## config.mk

```make
export PLATFORM = sky130hd
export DESIGN_NAME = aap_rank_list
export DESIGN_NICKNAME = d
export VERILOG_FILES = /design/src/design/aap_pkg.sv /design/src/design/aap_rank_list.sv
export SDC_FILE = /design/constraint.sdc
export NUM_CORES = 2
export LEC_CHECK = 0
export BUFFER_PORTS_ARGS = -buffer_cell sky130_fd_sc_hd__buf_2
export CORE_MARGIN = 2
export CORE_UTILIZATION = 55
export CTS_BUF_LIST = sky130_fd_sc_hd__clkbuf_8
export CTS_CLUSTER_SIZE = 30
export DETAILED_ROUTE_END_ITERATION = 7
export GPL_ROUTABILITY_DRIVEN = 0
export GPL_TIMING_DRIVEN = 1
export PLACE_DENSITY = 0.82
export SLEW_MARGIN = 20
export SYNTH_ARGS = -nofsm -noshare
export SYNTH_HDL_FRONTEND = slang
export SYNTH_SLANG_ARGS = --single-unit
```

## constraint.sdc

```tcl
create_clock -name clk -period 14.1 [get_ports clk]
set_input_delay 0.705 -clock clk [delete_from_list [all_inputs] [get_ports clk]]
set_output_delay 0.705 -clock clk [all_outputs]
set_load 0.05 [all_outputs]
```

## src/design/aap_pkg.sv

```systemverilog
// Package for the address access profiler: sizes, codes, record types and
// the saturating increment used by the sequencer.
// Depends on nothing.
`default_nettype none

package aap_pkg;

  localparam int TABLE_SLOTS = 256;
  localparam int RANK_DEPTH  = 16;

  localparam int SLOT_W  = $clog2(TABLE_SLOTS);
  localparam int RANK_W  = (RANK_DEPTH > 1) ? $clog2(RANK_DEPTH) : 1;
  localparam int ADDR_W  = 32;
  localparam int CNT_W   = 32;
  localparam int TOTAL_W = CNT_W + 1;
  localparam int RANK_FIELD_W = 5;

  localparam logic [31:0] HASH_MULT = 32'd2654435761;
  localparam logic [SLOT_W-1:0] HASH_LO = HASH_MULT[SLOT_W-1:0];
  localparam logic [CNT_W-1:0] CNT_MAX = '1;

  localparam logic CMD_RECORD = 1'b0;
  localparam logic CMD_REPORT = 1'b1;

  typedef logic [SLOT_W-1:0] slot_idx_t;
  typedef logic [RANK_W-1:0] rank_idx_t;
  typedef logic [RANK_W:0]   rank_cnt_t;

  typedef struct packed {
    logic [ADDR_W-1:0] addr;
    logic [CNT_W-1:0]  reads;
    logic [CNT_W-1:0]  writes;
  } slot_entry_t;

  typedef struct packed {
    logic [ADDR_W-1:0]  addr;
    logic [CNT_W-1:0]   reads;
    logic [CNT_W-1:0]   writes;
    logic [TOTAL_W-1:0] total;
  } rank_entry_t;

  typedef struct packed {
    logic      clear;
    logic      insert;
    rank_idx_t idx;
  } rank_ctl_t;

  typedef struct packed {
    logic                    entry_valid;
    logic [RANK_FIELD_W-1:0] rank;
    logic [ADDR_W-1:0]       entry_address;
    logic [CNT_W-1:0]        read_count;
    logic [CNT_W-1:0]        write_count;
    logic [TOTAL_W-1:0]      total_count;
    logic [CNT_W-1:0]        overflow_count;
    logic                    last;
  } result_t;

  typedef enum logic [2:0] {
    ST_IDLE,
    ST_PROBE_RD,
    ST_PROBE_CHK,
    ST_SCAN_RD,
    ST_SCAN_CHK,
    ST_RANK_CMP,
    ST_EMIT
  } state_t;

  function automatic logic [CNT_W-1:0] sat_inc(input logic [CNT_W-1:0] v);
    return (v == CNT_MAX) ? v : v + CNT_W'(1);
  endfunction

endpackage

`default_nettype wire

```

## src/design/aap_rank_list.sv

```systemverilog
// Sorted list of the best entries with one shared rank comparator and
// insert-with-shift. Depends on aap_pkg.
`default_nettype none

module aap_rank_list (
  input  logic                 clk,
  input  logic                 rst_n,
  input  aap_pkg::rank_ctl_t   ctl,
  input  aap_pkg::rank_entry_t cand,
  output aap_pkg::rank_entry_t entry,
  output logic                 ahead,
  output aap_pkg::rank_cnt_t   used
);
  import aap_pkg::*;

  rank_entry_t list_r [RANK_DEPTH];
  rank_cnt_t   used_r;

  assign entry = list_r[ctl.idx];
  assign ahead = (cand.total > entry.total) ||
                 ((cand.total == entry.total) && (cand.addr < entry.addr));
  assign used  = used_r;

  for (genvar g = 0; g < RANK_DEPTH; g++) begin : g_slot
    if (g == 0) begin : g_head
      always_ff @(posedge clk) begin
        if (ctl.insert && ctl.idx == rank_idx_t'(0)) begin
          list_r[0] <= cand;
        end
      end
    end else begin : g_tail
      always_ff @(posedge clk) begin
        if (ctl.insert) begin
          if (ctl.idx == rank_idx_t'(g)) begin
            list_r[g] <= cand;
          end else if (ctl.idx < rank_idx_t'(g)) begin
            list_r[g] <= list_r[g-1];
          end
        end
      end
    end
  end

  always_ff @(posedge clk) begin
    if (!rst_n) begin
      used_r <= '0;
    end else if (ctl.clear) begin
      used_r <= '0;
    end else if (ctl.insert && used_r != rank_cnt_t'(RANK_DEPTH)) begin
      used_r <= used_r + rank_cnt_t'(1);
    end
  end

endmodule

`default_nettype wire

```

==> results.json <==
{
  "initial_utilization_pct": 55.4,
  "drt_iter0_markers": 7923,
  "io-pin-count": 272,
  "cts_hold_buf": 97,
  "ys_dominant_reg_cell": "edfxtp_1",
  "rrSetupSlack_ns": 12.76,
  "cp_cell_sequence": "buf_8, buf_4, mux4_2, mux4_2, inv_1, ha_1, nand4_1, nor3_1, nand3_1, nor3_1, o2111ai_1, o22ai_1, buf_2",
  "syn_inst": 6520,
  "drc": 0,
  "fin_tns_setup_ns": 0,
  "min_path_cells": 1,
  "fillers": 13400,
  "finalHoldViolCount": 0,
  "grtUsageTotal_pct": 29.0,
  "multi_input_area_sq_um": 38000,
  "crit_buf_inv": 4,
  "crit_cells": 13,
  "maxCapViolCount": 0,
  "start_kind": "input pin",
  "grt_max_degree": 131,
  "routedWlPerCell_microns": 29.3,
  "mostFrequentLayoutCell": "edfxtp_1",
  "hold_class": "in -> reg",
  "rr_startpoint": "used[0]",
  "worst_ep_required_time_ns": 13.40,
  "power_per_cell_area_nw_per_um2": 127,
  "post_cts.repair.setup_buffers": 0,
  "path_class": "in -> out",
  "startpoint": "ctl[0]",
  "vdd_ir_drop_max_mv": 0.109,
  "cp-end-kind": "output port",
  "grt-ovfl-total": 0,
  "fin_util_pct": 60.9,
  "worstSkewPairLatency_ns": 1.07,
  "port-buffer-count": 271,
  "worstPathArrival_ns": 6.38,
  "slowest_delay_ns": 0.84,
  "cts_resized": 0,
  "wl_microns": 278000,
  "syn_area_per_cell_sq_um": 15.8,
  "synth_cell_types": 42,
  "syn_area_sq_um": 103000,
  "antenna_found_initial": 31,
  "layout_common_cells": "2064 x edfxtp_1, 1563 x nand2_1, 1349 x mux2_2",
  "dr.pass1.iters": 6,
  "finalCritPeriodShare_pct": 50.2,
  "vias_per_cell": 6.54,
  "area_growth_pct": 9.82,
  "cts-buffers-inserted": 351,
  "fmax_mhz": 141,
  "antenna_left": 0,
  "seq_area_frac_synth_pct": 60.4,
  "hpwl_microns": 146000,
  "slew_viol_final": 0,
  "grt_pass1_vias": 63900,
  "cts_tree": "built",
  "timing.critical_path.to": "ahead",
  "async_reset_ff_share_pct": 0,
  "rsz0062_at_grt": "false",
  "cp_top_family": "buffers and inverters",
  "cts.path.max_buffers": 4,
  "clkTransAtPathRegs_ns": 0.06,
  "core_sq_um": 185000,
  "p_leak_nw": 40.2,
  "drive_gt1_share_pct": 40.4,
  "synth-edff-count": 2064,
  "cp_max_fo": 67,
  "rr_worst_depth": 6,
  "syn-num-nets": 6723,
  "outcome": "finished, final reports clean",
  "ys_ff_latch": 2069,
  "maxSlewHeadroom_pct": 19.0,
  "nets": 6986,
  "fp.dieW_microns": 436,
  "die_y_microns": 436,
  "via_count": 62200,
  "rows": 158,
  "regArea_sq_um": 62100,
  "yosysWarningCount": 0,
  "dieArea_sq_um": 190000,
  "clock-root-buffer": "clkbuf_8",
  "grt_pass1_wl_microns": 415000,
  "finalClockSkew_ns": 0.0794,
  "rr_endpoint": "used[0]",
  "clock_sinks": 2069,
  "final-setup-viol-count": 0,
  "worst_path_max_delay_cell": "buf_4",
  "worstMarginPinSlew_ns": 1.21,
  "min_period_ns": 7.08,
  "ctsHtreeMaxLevel": 5
}
-- logic make-up after synthesis --
family,after synthesis,synth area share (%)
compound gates,76,0.449
xor+xnor,4,0.0341
fa+ha+maj,66,0.804
buf+inv,625,2.69
flops,2069,60.4
mux,2057,29.6
simple gates,1623,6.01
-- synth_stat cells, drive strengths merged (9+ instances only) --
master | n | area share [%]
nor2 | 18 | 0.066
nand2 | 1569 | 5.7
a21oi | 23 | 0.12
o21ai | 23 | 0.11
ha | 66 | 0.80
mux4 | 644 | 14
nand3 | 9 | 0.044
inv | 77 | 0.28
edfxtp | 2064 | 60
buf | 262 | 1.4
a21o | 10 | 0.073
mux2 | 1411 | 15
nand4 | 14 | 0.085
clkbuf | 283 | 1.0
-- layout make-up --
cell class | instances | share of cell area, %
flip-flops and latches | 2069 | 55.0
multi-input cells | 3826 | 33.7
clock buffers | 356 | 4.34
repair buffers | 455 | 2.84
well taps | 2480 | 2.75
clock inverters | 235 | 0.986
inverters | 80 | 0.333
diodes | 11 | 0.0244
-- worst min path at each step --
stage / endpoint / startpoint / slack, ns
finish: list_r[0][7] / cand[7] / 0.09
global route: list_r[0][3] / cand[3] / 0.05
CTS: list_r[0][3] / cand[3] / 0.0006
detailed placement: list_r[6][43] / list_r[5][43] / 0.52
global placement: list_r[9][115] / list_r[8][115] / 0.51
floorplan: list_r[8][97] / list_r[7][97] / 0.50
-- metal layers --
layer  vias up  GRT usage, %  wire, microns  part of all wire [%]
li1      25600             -              -                     -
met1     31900          38.9         102000                    37
met2      4099          47.1         135000                    49
met3       644          5.42          30100                    11
met4        16          12.0          11100                   4.0
met5         -             0            101                 0.036
-- state kept, by name, indices dropped and copies added (netlist names) --
| signal | flops |
|---|---|
| used | 5 |
| list_r | 2064 |
-- metrics by stage --
stage / cells / power (mW) / hold WS [ns] / worst slack, ns / area (sq um)
after global routing: 9510 / 14.7 / 0.0471 / 6.76 / 113000
after global placement: 8813 / 9.43 / 0.510 / 6.95 / 106000
after detailed placement: 8813 / 9.50 / 0.519 / 6.98 / 106000
after CTS: 9501 / 14.3 / 0.000570 / 6.98 / 113000
final: 9512 / 14.3 / 0.0909 / 7.02 / 113000
after floorplan: 6520 / 8.88 / 0.504 / 5.69 / 103000
-- worst register-to-register path, cell delays in order (launching register included) --
cell and delay [ns]:
dfxtp_1 0.39, inv_1 0.10, ha_1 0.20, nand4bb_1 0.11, nand2_1 0.11, xnor2_1 0.26
nor2_1 0.06
-- power by group --
part / internal [mW] / switching [mW] / leakage (nW)
clock network: 2.44 / 2.46 / 3.47
logic: 0.812 / 1.21 / 17.2
registers: 7.23 / 0.160 / 19.5
total: 10.5 / 3.83 / 40.2
Note: power is estimated with default switching activity, not from simulation.
